## config.mk

```make
export PLATFORM = sky130hd
export DESIGN_NAME = consecutive_kmer_repeat_scorer
export DESIGN_NICKNAME = d
export VERILOG_FILES = /design/src/rtl/ckrs_pkg.sv /design/src/rtl/ckrs_block.sv /design/src/rtl/ckrs_close.sv /design/src/rtl/ckrs_score.sv /design/src/rtl/consecutive_kmer_repeat_scorer.sv
export SDC_FILE = /design/constraint.sdc
export NUM_CORES = 1
export LEC_CHECK = 0
export BUFFER_PORTS_ARGS = -buffer_cell sky130_fd_sc_hd__buf_2
export CAP_MARGIN = 20
export CORE_UTILIZATION = 50
export DETAILED_ROUTE_END_ITERATION = 10
export PLACE_DENSITY = 0.73
export SLEW_MARGIN = 20
export SYNTH_ARGS = -nofsm -noshare
export SYNTH_HDL_FRONTEND = slang
export SYNTH_SLANG_ARGS = --single-unit
export TNS_END_PERCENT = 100
```

## constraint.sdc

```tcl
create_clock -name clk -period 31.7 [get_ports clk]
set_input_delay 4.755 -clock clk [delete_from_list [all_inputs] [get_ports clk]]
set_output_delay 4.755 -clock clk [all_outputs]
set_load 0.005 [all_outputs]
```

## src/rtl/ckrs_pkg.sv

```systemverilog
// Package: shared constants, codes and types of the consecutive k-mer repeat scorer.
`default_nettype none
package ckrs_pkg;

	localparam int K_MAX_DEF       = 8;
	localparam int COUNT_WIDTH_DEF = 16;

	localparam int BASE_W     = 8;
	localparam int FRAME_W    = 3;
	localparam int SCORE_W    = 16;
	localparam int BCOUNT_W   = 16;
	localparam int KLEN_W     = 4;
	localparam int MODE_W     = 2;
	localparam int TARGET_W   = 64;
	localparam int CFG_IDX_W  = 3;
	localparam int CFG_DATA_W = 64;

	typedef enum logic [CFG_IDX_W-1:0] {
		REG_KMER_LEN    = 3'd0,
		REG_SCORE_MODE  = 3'd1,
		REG_TARGET_KMER = 3'd2,
		REG_THRESHOLD   = 3'd3,
		REG_MAX_LEN     = 3'd4,
		REG_USE_MAX_LEN = 3'd5
	} reg_idx_t;

	typedef enum logic [MODE_W-1:0] {
		MODE_ACC = 2'd0,
		MODE_RUN = 2'd1,
		MODE_TGT = 2'd2
	} mode_t;

	// block comparison results for the current transfer
	typedef struct packed {
		logic same;     // new block equals the previous one
		logic hit_old;  // stored previous block equals the target
		logic hit_new;  // previous block after this transfer equals the target
	} match_t;

	// per-transfer control from the sequence tracker to the score unit
	typedef struct packed {
		logic step;  // transfer accepted
		logic cmp;   // a complete block is compared with its predecessor
		logic last;  // final base of the sequence
	} score_ctl_t;

endpackage
`default_nettype wire

```

## src/rtl/ckrs_block.sv

```systemverilog
// Block store: current and previous k-mer bytes with equality and target compare.
`default_nettype none
module ckrs_block #(
	parameter int K_MAX = ckrs_pkg::K_MAX_DEF,
	parameter int KW    = $clog2(K_MAX + 1),
	parameter int PW    = (K_MAX > 1) ? $clog2(K_MAX) : 1
) (
	input  wire logic                          clk,
	input  wire logic                          wr,
	input  wire logic                          adv,
	input  wire logic [PW-1:0]                 pos,
	input  wire logic [ckrs_pkg::BASE_W-1:0]   base,
	input  wire logic [KW-1:0]                 k,
	input  wire logic [ckrs_pkg::TARGET_W-1:0] target,
	output ckrs_pkg::match_t                   match
);
	import ckrs_pkg::*;

	logic [BASE_W-1:0] cur_q  [K_MAX];
	logic [BASE_W-1:0] prev_q [K_MAX];
	logic [BASE_W-1:0] cur_nxt[K_MAX];
	logic              same;
	logic              hit_old;
	logic              hit_cur;

	always_comb begin
		same    = 1'b1;
		hit_old = 1'b1;
		hit_cur = 1'b1;
		for (int j = 0; j < K_MAX; j++) begin
			cur_nxt[j] = (wr && pos == PW'(j)) ? base : cur_q[j];
			if (KW'(j) < k) begin
				if (prev_q[j] != cur_nxt[j])
					same = 1'b0;
				if (prev_q[j] != target[8*j +: 8])
					hit_old = 1'b0;
				if (cur_nxt[j] != target[8*j +: 8])
					hit_cur = 1'b0;
			end
		end
	end

	always_ff @(posedge clk) begin
		for (int j = 0; j < K_MAX; j++) begin
			cur_q[j] <= cur_nxt[j];
			if (adv)
				prev_q[j] <= cur_nxt[j];
		end
	end

	assign match.same    = same;
	assign match.hit_old = hit_old;
	assign match.hit_new = adv ? hit_cur : hit_old;

endmodule
`default_nettype wire

```

## src/rtl/ckrs_close.sv

```systemverilog
// Run closing: add run length plus one to acc and, on a hit, to tgt score.
`default_nettype none
module ckrs_close #(
	parameter int CW = ckrs_pkg::COUNT_WIDTH_DEF
) (
	input  wire logic [CW-1:0] run,
	input  wire logic [CW-1:0] acc,
	input  wire logic [CW-1:0] max_acc,
	input  wire logic [CW-1:0] tgt,
	input  wire logic [CW-1:0] max_tgt,
	input  wire logic          hit,
	output logic      [CW-1:0] acc_nxt,
	output logic      [CW-1:0] max_acc_nxt,
	output logic      [CW-1:0] tgt_nxt,
	output logic      [CW-1:0] max_tgt_nxt
);
	import ckrs_pkg::*;

	localparam logic [CW-1:0] CNT_MAX = {CW{1'b1}};

	logic [CW:0]   add;
	logic [CW+1:0] acc_sum;
	logic [CW+1:0] tgt_sum;

	always_comb begin
		add     = {1'b0, run} + (CW+1)'(1);
		acc_sum = {2'b00, acc} + {1'b0, add};
		tgt_sum = {2'b00, tgt} + {1'b0, add};

		acc_nxt     = (acc_sum > (CW+2)'(CNT_MAX)) ? CNT_MAX : acc_sum[CW-1:0];
		max_acc_nxt = (acc_nxt > max_acc) ? acc_nxt : max_acc;

		tgt_nxt     = tgt;
		max_tgt_nxt = max_tgt;
		if (hit) begin
			tgt_nxt     = (tgt_sum > (CW+2)'(CNT_MAX)) ? CNT_MAX : tgt_sum[CW-1:0];
			max_tgt_nxt = (tgt_nxt > max_tgt) ? tgt_nxt : max_tgt;
		end else if ({1'b0, tgt} > add) begin
			// lower only while the score stays positive
			tgt_nxt = tgt - add[CW-1:0];
		end
	end

endmodule
`default_nettype wire

```

## src/rtl/ckrs_score.sv

```systemverilog
// Score unit: run counter, three saturating scores with maxima, score selection.
`default_nettype none
module ckrs_score #(
	parameter int CW = ckrs_pkg::COUNT_WIDTH_DEF
) (
	input  wire logic                         clk,
	input  wire logic                         arst_n,
	input  wire ckrs_pkg::score_ctl_t         ctl,
	input  wire ckrs_pkg::match_t             match,
	input  wire logic [ckrs_pkg::MODE_W-1:0]  mode,
	output logic      [ckrs_pkg::SCORE_W-1:0] score
);
	import ckrs_pkg::*;

	localparam logic [CW-1:0] CNT_MAX = {CW{1'b1}};
	localparam int            SW      = (CW + 1 > SCORE_W) ? CW + 1 : SCORE_W;

	logic [CW-1:0] run_q, max_run_q, acc_q, max_acc_q, tgt_q, max_tgt_q;

	// after the block compare
	logic [CW-1:0] run_a, max_run_a, acc_a, max_acc_a, tgt_a, max_tgt_a;
	// after the closing of a run at the last base
	logic [CW-1:0] acc_b, max_acc_b, tgt_b, max_tgt_b;

	logic [CW-1:0] c1_acc, c1_max_acc, c1_tgt, c1_max_tgt;
	logic [CW-1:0] c2_acc, c2_max_acc, c2_tgt, c2_max_tgt;
	logic          close_b;
	logic [SW-1:0] sel;

	ckrs_close #(.CW(CW)) u_close_blk (
		.run         (run_q),
		.acc         (acc_q),
		.max_acc     (max_acc_q),
		.tgt         (tgt_q),
		.max_tgt     (max_tgt_q),
		.hit         (match.hit_old),
		.acc_nxt     (c1_acc),
		.max_acc_nxt (c1_max_acc),
		.tgt_nxt     (c1_tgt),
		.max_tgt_nxt (c1_max_tgt)
	);

	always_comb begin
		run_a     = run_q;
		max_run_a = max_run_q;
		acc_a     = acc_q;
		max_acc_a = max_acc_q;
		tgt_a     = tgt_q;
		max_tgt_a = max_tgt_q;
		if (ctl.cmp) begin
			if (match.same) begin
				run_a     = (run_q == CNT_MAX) ? run_q : run_q + CW'(1);
				max_run_a = (run_a > max_run_q) ? run_a : max_run_q;
			end else if (run_q != '0) begin
				run_a     = '0;
				acc_a     = c1_acc;
				max_acc_a = c1_max_acc;
				tgt_a     = c1_tgt;
				max_tgt_a = c1_max_tgt;
			end else begin
				if (acc_q != '0)
					acc_a = acc_q - CW'(1);
				if (tgt_q != '0)
					tgt_a = tgt_q - CW'(1);
			end
		end
	end

	ckrs_close #(.CW(CW)) u_close_end (
		.run         (run_a),
		.acc         (acc_a),
		.max_acc     (max_acc_a),
		.tgt         (tgt_a),
		.max_tgt     (max_tgt_a),
		.hit         (match.hit_new),
		.acc_nxt     (c2_acc),
		.max_acc_nxt (c2_max_acc),
		.tgt_nxt     (c2_tgt),
		.max_tgt_nxt (c2_max_tgt)
	);

	always_comb begin
		close_b   = ctl.last && (run_a != '0);
		acc_b     = close_b ? c2_acc     : acc_a;
		max_acc_b = close_b ? c2_max_acc : max_acc_a;
		tgt_b     = close_b ? c2_tgt     : tgt_a;
		max_tgt_b = close_b ? c2_max_tgt : max_tgt_a;

		case (mode)
			MODE_ACC: sel = SW'(max_acc_b);
			MODE_RUN: sel = SW'({1'b0, max_run_a} + (CW+1)'(1));
			default:  sel = SW'(max_tgt_b);
		endcase
		score = (sel > SW'({SCORE_W{1'b1}})) ? {SCORE_W{1'b1}} : sel[SCORE_W-1:0];
	end

	always_ff @(posedge clk or negedge arst_n) begin
		if (!arst_n) begin
			run_q     <= '0;
			max_run_q <= '0;
			acc_q     <= '0;
			max_acc_q <= '0;
			tgt_q     <= '0;
			max_tgt_q <= '0;
		end else if (ctl.step) begin
			if (ctl.last) begin
				run_q     <= '0;
				max_run_q <= '0;
				acc_q     <= '0;
				max_acc_q <= '0;
				tgt_q     <= '0;
				max_tgt_q <= '0;
			end else begin
				run_q     <= run_a;
				max_run_q <= max_run_a;
				acc_q     <= acc_b;
				max_acc_q <= max_acc_b;
				tgt_q     <= tgt_b;
				max_tgt_q <= max_tgt_b;
			end
		end
	end

endmodule
`default_nettype wire

```

## src/rtl/consecutive_kmer_repeat_scorer.sv

```systemverilog
// Top level: configuration registers, sequence tracking, result register.
//
// Takes one base per clock and updates the whole sequence state (frame skip,
// block position, block compare, run and score counters) in the same cycle,
// so a new base can follow every cycle with no gap between sequences. The
// result of a sequence, if emitted, appears in the output register in the cycle after the
// transfer of its last base. The input stalls only when a last base arrives
// while a previous result is still held in the output register and stalled;
// all other bases are taken while a result waits. The depth of the cycle is
// set by the block compare, the run update it selects and the closing of an
// open run at the last base, followed by score selection and the threshold
// compare; the run closing on a mismatch works from registered values in
// parallel with the compare. Configuration writes take effect at once, one
// register per cycle.
`default_nettype none
module consecutive_kmer_repeat_scorer #(
	parameter int K_MAX       = ckrs_pkg::K_MAX_DEF,
	parameter int COUNT_WIDTH = ckrs_pkg::COUNT_WIDTH_DEF
) (
	input  wire logic                            clk,
	input  wire logic                            arst_n,
	input  wire logic                            cfg_we,
	input  wire logic [ckrs_pkg::CFG_IDX_W-1:0]  cfg_index,
	input  wire logic [ckrs_pkg::CFG_DATA_W-1:0] cfg_data,
	input  wire logic                            in_valid,
	output logic                                 in_stall,
	input  wire logic [ckrs_pkg::BASE_W-1:0]     base,
	input  wire logic [ckrs_pkg::FRAME_W-1:0]    frame,
	input  wire logic                            last,
	output logic                                 out_valid,
	input  wire logic                            out_stall,
	output logic      [ckrs_pkg::SCORE_W-1:0]    score,
	output logic                                 too_long
);
	import ckrs_pkg::*;

	localparam int KW = $clog2(K_MAX + 1);
	localparam int PW = (K_MAX > 1) ? $clog2(K_MAX) : 1;

	// configuration
	logic [KLEN_W-1:0]   kmer_len_q;
	logic [MODE_W-1:0]   score_mode_q;
	logic [TARGET_W-1:0] target_q;
	logic [SCORE_W-1:0]  threshold_q;
	logic [BCOUNT_W-1:0] max_len_q;
	logic                use_max_q;

	// sequence state
	logic                seq_start_q;
	logic [FRAME_W-1:0]  skip_q;
	logic [PW-1:0]       pos_q;
	logic [BCOUNT_W-1:0] bcount_q;
	logic                have_prev_q;
	logic                past_max_q;

	// result register
	logic                out_valid_q;
	logic [SCORE_W-1:0]  score_q;
	logic                too_long_q;

	logic                acc_in;
	logic [KW-1:0]       k;
	logic [FRAME_W-1:0]  skip_eff;
	logic [FRAME_W-1:0]  skip_nxt;
	logic                beyond;
	logic                hold;
	logic                active;
	logic [PW:0]         pos_inc;
	logic                blk_done;
	logic [PW-1:0]       pos_nxt;
	logic [BCOUNT_W-1:0] bcount_nxt;
	logic                past_nxt;
	logic                long_enough;
	logic                emit;
	logic [SCORE_W-1:0]  score_sel;
	match_t              match;
	score_ctl_t          ctl;

	always_ff @(posedge clk or negedge arst_n) begin
		if (!arst_n) begin
			kmer_len_q   <= KLEN_W'(3);
			score_mode_q <= MODE_ACC;
			target_q     <= '0;
			threshold_q  <= '0;
			max_len_q    <= '1;
			use_max_q    <= 1'b0;
		end else if (cfg_we) begin
			unique case (cfg_index)
				REG_KMER_LEN:    kmer_len_q   <= cfg_data[KLEN_W-1:0];
				REG_SCORE_MODE:  score_mode_q <= cfg_data[MODE_W-1:0];
				REG_TARGET_KMER: target_q     <= cfg_data[TARGET_W-1:0];
				REG_THRESHOLD:   threshold_q  <= cfg_data[SCORE_W-1:0];
				REG_MAX_LEN:     max_len_q    <= cfg_data[BCOUNT_W-1:0];
				REG_USE_MAX_LEN: use_max_q    <= cfg_data[0];
				default: ;
			endcase
		end
	end

	// a last base is held back only while an undelivered result is stalled
	assign in_stall = out_valid_q && out_stall && last;
	assign acc_in   = in_valid && !in_stall;

	always_comb begin
		if (kmer_len_q == '0)
			k = KW'(1);
		else if (kmer_len_q > KLEN_W'(K_MAX))
			k = KW'(K_MAX);
		else
			k = KW'(kmer_len_q);

		skip_eff = seq_start_q ? frame : skip_q;
		beyond   = bcount_q >= max_len_q;
		hold     = beyond && use_max_q;
		active   = !hold && (skip_eff == '0);
		skip_nxt = (!hold && skip_eff != '0) ? skip_eff - FRAME_W'(1) : skip_eff;

		pos_inc  = {1'b0, pos_q} + (PW+1)'(1);
		blk_done = active && ((PW+KW+1)'(pos_inc) >= (PW+KW+1)'(k));
		if (blk_done)
			pos_nxt = '0;
		else if (active)
			pos_nxt = pos_inc[PW-1:0];
		else
			pos_nxt = pos_q;

		bcount_nxt  = (bcount_q == '1) ? bcount_q : bcount_q + BCOUNT_W'(1);
		past_nxt    = past_max_q || beyond;
		long_enough = bcount_nxt >= BCOUNT_W'({k, 1'b0});
		emit        = acc_in && last && long_enough && (score_sel >= threshold_q);

		ctl.step = acc_in;
		ctl.cmp  = blk_done && have_prev_q;
		ctl.last = last;
	end

	ckrs_block #(.K_MAX(K_MAX), .KW(KW), .PW(PW)) u_block (
		.clk    (clk),
		.wr     (acc_in && active),
		.adv    (acc_in && blk_done),
		.pos    (pos_q),
		.base   (base),
		.k      (k),
		.target (target_q),
		.match  (match)
	);

	ckrs_score #(.CW(COUNT_WIDTH)) u_score (
		.clk    (clk),
		.arst_n (arst_n),
		.ctl    (ctl),
		.match  (match),
		.mode   (score_mode_q),
		.score  (score_sel)
	);

	always_ff @(posedge clk or negedge arst_n) begin
		if (!arst_n) begin
			seq_start_q <= 1'b1;
			skip_q      <= '0;
			pos_q       <= '0;
			bcount_q    <= '0;
			have_prev_q <= 1'b0;
			past_max_q  <= 1'b0;
		end else if (acc_in) begin
			if (last) begin
				seq_start_q <= 1'b1;
				skip_q      <= '0;
				pos_q       <= '0;
				bcount_q    <= '0;
				have_prev_q <= 1'b0;
				past_max_q  <= 1'b0;
			end else begin
				seq_start_q <= 1'b0;
				skip_q      <= skip_nxt;
				pos_q       <= pos_nxt;
				bcount_q    <= bcount_nxt;
				have_prev_q <= have_prev_q || blk_done;
				past_max_q  <= past_nxt;
			end
		end
	end

	always_ff @(posedge clk or negedge arst_n) begin
		if (!arst_n)
			out_valid_q <= 1'b0;
		else if (emit)
			out_valid_q <= 1'b1;
		else if (!out_stall)
			out_valid_q <= 1'b0;
	end

	always_ff @(posedge clk) begin
		if (emit) begin
			score_q    <= score_sel;
			too_long_q <= past_nxt;
		end
	end

	assign out_valid = out_valid_q;
	assign score     = score_q;
	assign too_long  = too_long_q;

	// a new result only follows the transfer of a last base
	a_result_after_last: assert property (@(posedge clk) disable iff (!arst_n)
		$rose(out_valid_q) |-> $past(in_valid && !in_stall && last))
		else $error("result without a last base");

	// every accepted last base rearms the frame sampling
	a_restart_after_last: assert property (@(posedge clk) disable iff (!arst_n)
		(in_valid && !in_stall && last) |=> seq_start_q)
		else $error("sequence state not cleared after last base");

	// skipped bases never advance the block position
	a_skip_holds_pos: assert property (@(posedge clk) disable iff (!arst_n)
		(in_valid && !in_stall && !last && !seq_start_q && skip_q != '0)
			|=> (pos_q == $past(pos_q)))
		else $error("block position moved during frame skip");

	// a stalled result is never overwritten by a new one
	a_no_overwrite: assert property (@(posedge clk) disable iff (!arst_n)
		(out_valid_q && out_stall) |-> !emit)
		else $error("pending result overwritten");

endmodule
`default_nettype wire
```

### Word level (Yosys, flattened, before mapping)

Memory sizes are Yosys's and may differ from the RTL's.
Index checks and enable logic that the tools add are counted.

* $add $sub $neg: 15
* order comparisons: 25
* equal/unequal tests: 40
* muxes and demuxes: 121
* reduce and logical (&&, ||, !) cells: 44

Operators by type and width (number)
* 16-bit two-way mux: 48
* 8-bit != test: 24
* 16-bit > comparator: 5
* 16-bit by 17-bit adder with 18-bit output: 4
* 18-bit by 16-bit > comparator with 1-bit output (second input constant): 4
* 8-bit two-way mux: 8
* 16-bit nonzero test: 4
* 1-bit two-way mux: 56
* 16-bit by 1-bit adder with 17-bit output (second input constant): 3
* 16-bit by 17-bit > comparator with 1-bit output: 2
* 17-bit one-hot mux with 2 select lines: 1
* 16-bit by 1-bit adder with 16-bit output (second input constant): 2
* 16-bit == test (second input constant): 2
* 16-bit >= comparator: 2
* 16-bit by 1-bit subtractor with 16-bit output (second input constant): 2
* 16-bit subtractor: 2
* 1-bit logical AND: 22
* 3-bit == test (second input constant): 6
* 3-bit two-way mux: 6
* 17-bit by 16-bit > comparator with 1-bit output (second input constant): 1
* 16-bit by 5-bit >= comparator with 1-bit output: 1
* 3-bit by 4-bit < comparator with 1-bit output (first input constant): 4
* 2-bit AND reduction: 7
* 3-bit by 2-bit == test with 1-bit output (second input constant): 4
* 16 further kinds: 25

* flip-flop bits (word level): 242
* bits in writable memories: 128
* bits of input ports: 84
* output and inout port bits: 19
* logic and storage cells: 268
* memories kept: 2

Memories
* u_block.cur_q: words 8, width 8, read ports 8, clocked after memory_dff 0, wr ports 8, line ckrs_block.sv:19 `logic [BASE_W-1:0] cur_q [K_MAX];`
* u_block.prev_q: words 8, width 8, read ports 8, clocked after memory_dff 0, wr ports 8, line ckrs_block.sv:20 `logic [BASE_W-1:0] prev_q [K_MAX];`

### Logic depth before layout (Yosys ltp)

Gate-level depths: netlist of run 1.

* depth after elaboration: 40
* depth in mapped cells: 70
* gate-level depth less buffers: 65

### Cells and area by module

Synthesis of run 1 repeated with hierarchy kept, for this count alone.

* cell total of the unflattened synthesis: 3543
* area, all modules: 31483.9 µm²

Modules (own cells, without submodules)
* ckrs_score: instances 1, cells each 1005, area each 8142.8 µm², sequential area each 2402.3 µm²
* consecutive_kmer_repeat_scorer: instances 1, cells each 612, area each 7180.6 µm², sequential area each 3762.4 µm²
* ckrs_block: instances 1, cells each 703, area each 7119.3 µm², sequential area each 3203.1 µm²
* ckrs_close at u_score.u_close_end: instances 1, cells each 610, area each 4563.1 µm², sequential area each 0.0 µm²
* ckrs_close at u_score.u_close_blk: instances 1, cells each 613, area each 4478.0 µm², sequential area each 0.0 µm²

### Worst setup path after synthesis of run 1

No wires, ideal clock.

* path kind: input port to flip-flop
* start point: input frame[0] (netlist name)
* end point: register score_q[0], in the netlist score[0] (enable)
* library setup time: 0.390 ns
* arrival time: 16.875 ns
* required time: 31.310 ns
* slack: 14.435 ns
* stages: 64
* buffers on the path: 4
* cell sequence: mux2i_1 ha_1 ha_1 nand3_1 or2_1 a211oi_4 o21ai_2 mux2_4 a31o_1 a2111oi_4 nand4_1 buf_2 nor2_1 a22o_1 inv_1 ha_1 fa_1 a21o_1 [... 28 more ...] nor3_1 a211o_1 ha_1 nand2b_1 a21o_1 a21o_1 a21o_1 a21o_1 a21o_1 a21o_1 a21o_1 a21oi_1 nor2b_1 o21ai_0 a211o_1 o21ai_0 a21oi_1 nor2_1

RTL lines
* from (decl): line consecutive_kmer_repeat_scorer.sv:28 `input wire logic [ckrs_pkg::FRAME_W-1:0] frame,`
* to (signal assigned): line consecutive_kmer_repeat_scorer.sv:195 `score_q <= score_sel;`
* to (decl): line consecutive_kmer_repeat_scorer.sv:58 `logic [SCORE_W-1:0] score_q;`

### Final worst setup path of run 1

* start point: input frame[1] (netlist name)
* end point: register score_q[6], in the netlist score[6] (enable)

* longest elaborated chain between the ends: 38
* elaborated cells on any way between the ends: 106
* classes of those cells: add/sub: 4; order compare: 6; eq/ne: 16; mux: 63; reduce/logical: 17

RTL lines
* 3-bit two-way mux (*): line consecutive_kmer_repeat_scorer.sv:112 `skip_eff = seq_start_q ? frame : skip_q;`
* 3-bit logical NOT (*): line consecutive_kmer_repeat_scorer.sv:115 `active = !hold && (skip_eff == '0);`
* 1-bit logical AND (*): line consecutive_kmer_repeat_scorer.sv:115
* 1-bit logical AND: line consecutive_kmer_repeat_scorer.sv:139 `.wr (acc_in && active),`
* 1-bit logical AND: line ckrs_block.sv:31 `cur_nxt[j] = (wr && pos == PW'(j)) ? base : cur_q[j];`
* 8-bit two-way mux: line ckrs_block.sv:31
* 8-bit != test: line ckrs_block.sv:33 `if (prev_q[j] != cur_nxt[j])`
* 1-bit two-way mux: line ckrs_block.sv:33
* [... 24 more ...]
* 16-bit two-way mux: line ckrs_score.sv:87 `max_tgt_b = close_b ? c2_max_tgt : max_tgt_a;`
* 17-bit one-hot mux with 2 select lines (*): line ckrs_score.sv:89 `case (mode)`
* 17-bit by 16-bit > comparator with 1-bit output: line ckrs_score.sv:94 `score = (sel > SW'({SCORE_W{1'b1}})) ? {SCORE_W{1'b1}} : sel[SCORE_W-1:0];`
* 16-bit two-way mux (*): line ckrs_score.sv:94
* named net score_sel[1]: line consecutive_kmer_repeat_scorer.sv:75 `logic [SCORE_W-1:0] score_sel;`
* 16-bit >= comparator (*): line consecutive_kmer_repeat_scorer.sv:130 `emit = acc_in && last && long_enough && (score_sel >= threshold_q);`
* 1-bit logical AND (*): line consecutive_kmer_repeat_scorer.sv:130
* named net emit: line consecutive_kmer_repeat_scorer.sv:74 `logic emit;`

The timed path passes the listed nets; every way through them passes the cells marked *.
A chain may end at the register's enable or synchronous reset.

==> results of run 1 <==
state kept, by name, indices dropped and copies added (netlist names), 3 cells and up:
register	count
kmer_len_q	4
u_score.max_acc_q	16
pos_q	3
u_score.max_run_q	16
u_score.max_tgt_q	16
u_score.acc_q	16
skip_q	3
score	16
u_score.tgt_q	16
bcount_q	16
threshold_q	16
u_score.run_q	16
target_q	64
u_block.prev_q	64
max_len_q	16
u_block.cur_q	64
power groups by stage:
stage / logic [mW] / clock network, mW / registers [mW]
after floorplan: 0.490 / 0 / 0.666
after global placement: 0.645 / 0 / 0.696
after detailed placement: 0.653 / 0 / 0.697
after CTS: 0.660 / 0.594 / 0.690
after global routing: 0.737 / 0.614 / 0.704
final: 0.676 / 0.588 / 0.694
layout make-up:
class / instances / area [um^2] / area share [%]
Tap cell: 756 / 946 / 3.00
Clock inverter: 23 / 433 / 1.38
Clock buffer: 56 / 1240 / 3.93
Sequential cell: 370 / 9370 / 29.8
Timing Repair Buffer: 149 / 871 / 2.77
Inverter: 230 / 863 / 2.74
Multi-Input combinational cell: 2508 / 17800 / 56.4
worst max-delay path: cells and delay by family:
kind / cells / cell delay, ns
AND/OR/NAND/NOR: 12 / 3.43
AO/OA/AOI/OAI: 39 / 9.08
adder cells (fa/ha/maj): 5 / 1.52
buffers and inverters: 3 / 0.79
multiplexers: 2 / 0.68
routing by layer:
metal	global-route usage [%]	up-vias	routed length, um
li1	-	11900	-
met1	44.1	12200	39400
met2	48.4	1334	40200
met3	6.04	231	8980
met4	13.5	4	4010
met5	0.421	-	42
cells by family after synthesis:
family	Yosys count	synth area share (%)
AND/OR/NAND/NOR	936	16.1
AO/OA/AOI/OAI	835	18.8
buffers and inverters	384	5.20
flip-flops	370	32.8
XOR/XNOR	329	10.1
adder cells (fa/ha/maj)	221	9.82
multiplexers	187	7.14
path summary, 6_finish.rpt:
kind | from | endpoint | slack (ns)
worst max register to register | max_len_q[13] | score[6] | 15.14
worst min-delay path | past_max_q | past_max_q | 0.49
worst max-delay path | frame[1] | score[6] | 11.67
min in group asynchronous | arst_n | target_q[22] | 4.17
worst min register to register | past_max_q | past_max_q | 0.49
max in group asynchronous | arst_n | bcount_q[8] | 26.05
synth_stat cells (19+ instances only):
master,count
mux2i_1,81
nor2_1,182
o21bai_1,21
clkbuf_1,113
a21oi_1,151
a22oi_1,22
o22ai_1,77
nor2b_1,44
or3_1,19
a21o_1,44
buf_2,20
nand2b_1,28
xnor2_1,136
a211oi_1,23
a31oi_1,19
edfxtp_1,81
and2_1,19
nand3_1,67
dfrtp_1,206
a22o_1,23
ha_1,216
o21ai_0,264
mux2_2,100
and3_1,26
dfxtp_1,64
dfstp_2,19
nand2_1,289
o21a_1,30
nor3_1,83
xor2_1,193
nand4_1,60
nor4_1,62
inv_1,229
==> impl_metrics.csv, run 1 <==
group,metric,value,unit
run_status,status,"completed",
clock_tree,cts_root_buf,"clkbuf_16",
clock_tree,cts_tree,"yes",
clock_tree,cts_max_level,2,
logic_synthesis,synth_area,28500,um^2
routing,viasPerCell,6.26,
routing,drtPass1Iterations,6,
placement,pre_cts_slack,11.50,ns
finish,nets,3607,
finish,antenna_cells,0,
floorplan,start_util,50.6,%
placement,gp_congestion,0.992,
placement,place_inst,4012,
sta,slew_violations,0,
sta,finalHoldViolCount,0,
logic_synthesis,synth_edf_count,81,
logic_synthesis,synth_nets,3567,
global_routing,antenna_found_initial,1,
clock_tree,cts_made_buffers,43,
setup_path,worstRegToRegCells,61,
sta,holdWs,0.492,ns
sta,setup_viol,0,
clock_tree,cts_hold_buf,0,
power,p_sw_share,37.1,%
placement,dp_hpwl,68.7,mm
clock_tree,post_cts_resized,0,
finish,drive_gt1_share,11.6,%
power,clockPowerShare,30.0,%
sta,finalSetupTns,0,ns
finish,final_cell_mix,"nand2_1, o21ai_0, inv_1, ha_1, dfrtp_1",
sta,skew,0.0321,ns
worst_hold_path,hold_path_depth,1,
finish,final_area,31500,um^2
logic_synthesis,synth.largest_area_cell,"dfrtp_1",
floorplan,io_pins,103,
clock_tree,cts.sinks,370,
power,pwr-share-seq,35.5,%
sta,timing.fmax,49.9,MHz
setup_path,worst-endpoint-arrival,20.35,ns
logic_synthesis,ys_types,99,
floorplan,fp.dieW,241,um
clock_tree,post_cts_buffers,0,
power,combPwrFrac,34.5,%
global_routing,track_usage,31.8,%
global_routing,grt_pass1_wl,141,mm
setup_path,critical_path_class,"input pin to flop",
finish,nFillCells,5162,
clock_tree,worstSkewPairLatency,0.60,ns
finish,area_growth,10.3,%
logic_synthesis,ys_seq_area_share,32.8,%
logic_synthesis,postSynthCellCount,3262,
setup_path,critPathRequiredTime,32.02,ns
power,p_per_area,62.2,nW/um^2
setup_path,cp_max_fo,42,
logic_synthesis,ys_ff_latch,370,
routing,drt-initial-drc-count,2974,
sta,slew-limit-headroom,29.0,%
power,p_leak,13.7,nW
setup_path,slowest_stage,"nand2_1",
sta,post-route-min-period,20.03,ns
finish,fin_cells,4092,
routing,routed_wl,92.6,mm
logic_synthesis,yosys_warnings,0,
routing,detailroute.via_count,25600,
flow_run,cap_violations,0,
power,power.switching,0.726,mW
floorplan,num_rows,87,
floorplan,core,56400,um^2
sta,tightest_slew,1.06,ns
clock_tree,clk_pin_slew_worst_paths,0.06,ns
logic_synthesis,post_synth.cell_area_avg,8.75,um^2
sta,finalCritPeriodShare,63.2,%
power,total_power,1.96,mW
routing,ant_nets,0,
floorplan,die_h,241,um
setup_path,crit_path_frequent_cell,"a21o_1",
finish,layout_commonest_cell,"nand2_1",
routing,drc_errors,0,
setup_path,worst_path_largest_cell_delay,0.80,ns
sta,setup_ws,11.67,ns
setup_path,setup.worst_path.start_class,"input pin",
routing,wl_per_cell,22.6,um
logic_synthesis,synth.area.top_cells,"dfrtp_1, ha_1, edfxtp_1",
sta,rsz0062_at_grt,"no",
global_routing,grt_overflow,0,
global_routing,grt_pass1_vias,23800,
clock_tree,clk_path_buf_depth,3,
power,p_int,1.23,mW
floorplan,dieArea,58000,um^2
logic_synthesis,synth_ff_type,"dfrtp_1",
setup_path,end_kind,"flop",
worst_hold_path,hp-class,"flop to flop",
placement,io_buffers,102,
global_routing,grt_max_degree,86,
placement,placed_area,29800,um^2
power,ir_drop,0.0466,mV
logic_synthesis,async_flop_share,60.8,%
logic_synthesis,synth_top_area_share,18.1,%
finish,utilization,55.8,%
Power figures use the tool's default switching activity.
==> run 2: changes to the inputs <==
--- a/config.mk
+++ b/config.mk
@@ -5,6 +5,7 @@
 export SDC_FILE = /design/constraint.sdc
 export NUM_CORES = 1
 export LEC_CHECK = 0
+export ABC_AREA = 1
 export BUFFER_PORTS_ARGS = -buffer_cell sky130_fd_sc_hd__buf_2
 export CAP_MARGIN = 20
 export CORE_UTILIZATION = 50
==> constraint.sdc (replaced) <==
create_clock -name clk -period 20.8 [get_ports clk]
set_input_delay 3.12 -clock clk [delete_from_list [all_inputs] [get_ports clk]]
set_output_delay 3.12 -clock clk [all_outputs]
set_load 0.005 [all_outputs]
==> impl_metrics.csv, run 2 <==
group,metric,value,unit
run_status,status,"completed",
routing,detailroute.via_count,26900,
routing,wl_per_cell,18.2,um
sta,timing.fmax,65.0,MHz
placement,place_inst,4721,
sta,rsz0062_at_grt,"no",
logic_synthesis,postSynthCellCount,3965,
clock_tree,post_cts_buffers,0,
logic_synthesis,synthMostInstantiatedCell,"nand2_1",
finish,layout_commonest_cell,"nand2_1",
placement,placed_area,29600,um^2
logic_synthesis,synth_area,28500,um^2
clock_tree,clk_path_buf_depth,3,
clock_tree,cts.sinks,370,
sta,slew_violations,0,
flow_run,cap_violations,0,
power,ir_drop,0.101,mV
logic_synthesis,synth_common_cells,"nand2_1, inv_1, o21ai_0",
floorplan,die_h,241,um
global_routing,grt_overflow,0,
logic_synthesis,synth_nets,4270,
clock_tree,cts_hold_buf,0,
clock_tree,cts_max_level,2,
logic_synthesis,post_synth.cell_area_avg,7.19,um^2
logic_synthesis,async_flop_share,60.8,%
logic_synthesis,synth_ff_type,"dfrtp_1",
finish,drive_gt1_share,8.16,%
clock_tree,cts_tree,"yes",
routing,ant_nets,0,
setup_path,crit_path_frequent_cell,"nand2_1",
finish,final_area,31100,um^2
setup_path,worst-endpoint-arrival,15.63,ns
logic_synthesis,ys_ff_latch,370,
clock_tree,post_cts_resized,0,
sta,finalCritPeriodShare,74.0,%
power,p_per_area,103,nW/um^2
clock_tree,worstSkewPairLatency,0.60,ns
global_routing,antenna_found_initial,1,
floorplan,fp.dieW,241,um
sta,finalHoldViolCount,0,
sta,slew-limit-headroom,31.5,%
global_routing,grt_pass1_wl,134,mm
floorplan,core,56400,um^2
finish,fin_cells,4803,
clock_tree,cts_root_buf,"clkbuf_16",
placement,dp_hpwl,66.1,mm
routing,drc_errors,0,
floorplan,start_util,50.6,%
setup_path,worst_path_largest_cell_delay,0.72,ns
power,p_leak,15.7,nW
finish,final_cell_mix,"nand2_1, inv_1, o21ai_0, nor2_1, nand3_1",
logic_synthesis,synth.largest_area_cell,"dfrtp_1",
sta,tightest_slew,1.03,ns
finish,nFillCells,5452,
floorplan,io_pins,103,
setup_path,end_kind,"flop",
floorplan,dieArea,58000,um^2
finish,top_regs,"target_q: 64 flops, u_block.cur_q: 64 flops, u_block.prev_q: 64 flops",
finish,area_growth,8.97,%
global_routing,track_usage,29.9,%
routing,routed_wl,87.5,mm
setup_path,setup.worst_path.start_class,"input pin",
setup_path,slowest_stage,"o21ai_0",
global_routing,grt_pass1_vias,24400,
clock_tree,cts_made_buffers,44,
routing,viasPerCell,5.61,
setup_path,critical_path_class,"input pin to flop",
clock_tree,clk_pin_slew_worst_paths,0.06,ns
placement,gp_congestion,0.993,
logic_synthesis,ys_types,67,
setup_path,cp_max_fo,30,
floorplan,num_rows,87,
routing,drt-initial-drc-count,2355,
sta,skew,0.0358,ns
routing,drtPass1Iterations,7,
sta,finalSetupTns,0,ns
sta,setup_viol,0,
logic_synthesis,synth_top_area_share,18.1,%
logic_synthesis,synth_edf_count,81,
global_routing,grt_max_degree,136,
finish,nets,4316,
worst_hold_path,hp-class,"flop to flop",
placement,io_buffers,102,
logic_synthesis,synth.area.top_cells,"dfrtp_1, nand2_1, ha_1",
logic_synthesis,yosys_warnings,0,
logic_synthesis,ys_seq_area_share,32.8,%
sta,post-route-min-period,15.39,ns
setup_path,critPathRequiredTime,21.04,ns
run 2: cell families (layout without fill, tap and decap cells):
kind of cell	after synthesis	count (layout)	share of synthesized area (%)
simple gates	1715	1715	26.6
compound gates	741	741	14.5
buf+inv	716	797	9.88
flops	370	370	32.8
fa+ha+maj	221	221	9.83
xor+xnor	177	177	5.44
mux	25	25	0.978
other cells	0	1	0
run 2: through the flow:
stage	total power, mW	hold slack (ns)	setup slack [ns]	utilization (%)
3_3_place_gp	2.36	0.472	5.33	52.4
4_1_cts	3.19	0.493	5.59	55.1
3_5_place_dp	2.37	0.477	5.07	52.4
2_1_floorplan	2.00	0.448	8.36	-
6_report	3.21	0.486	5.41	55.1
5_1_grt	3.42	0.514	4.20	55.1
run 2: power breakdown:
group          switching, mW  internal [mW]  total (mW)
logic                  0.950          0.475        1.42
registers             0.0895          0.886       0.976
clock network          0.338          0.471       0.810
run 2: final timing paths:
kind / startpoint / endpoint / slack [ns] / cells past startpoint
worst max register to register: max_len_q[9] / score[9] / 7.34 / 69
worst min-delay path: threshold_q[15] / threshold_q[15] / 0.49 / 2
worst min register to register: threshold_q[15] / threshold_q[15] / 0.49 / 2
min in group asynchronous: arst_n / u_score.acc_q[14] / 2.49 / 1
worst max-delay path: frame[1] / score[9] / 5.41 / 66
max in group asynchronous: arst_n / target_q[60] / 17.05 / 2
run 2: cell type report:
| type | count | area [um^2] | share of cell area [%] |
|---|---|---|---|
| antenna | 1 | 2.50 | 0.00805 |
| sequential | 370 | 9370 | 30.1 |
| inverter | 601 | 2260 | 7.27 |
| clock inverter | 22 | 278 | 0.894 |
| multi-input combinational | 2879 | 16400 | 52.7 |
| clock buffer | 59 | 1230 | 3.95 |
| tap | 756 | 946 | 3.04 |
| timing repair buffer | 115 | 631 | 2.03 |
run 2: routing by layer:
| metal | routed length [um] | track usage [%] |
|---|---|---|
| met1 | 39300 | 41.9 |
| met2 | 38100 | 46.2 |
| met3 | 6430 | 4.51 |
| met4 | 3670 | 12.1 |
| met5 | 8 | 0 |
run 2: worst max-delay path, delay by kind of cell:
| kind | cells | cell delay [ns] |
|---|---|---|
| compound gates | 25 | 4.74 |
| simple gates | 28 | 3.90 |
| buf+inv | 8 | 2.09 |
| fa+ha+maj | 5 | 1.74 |
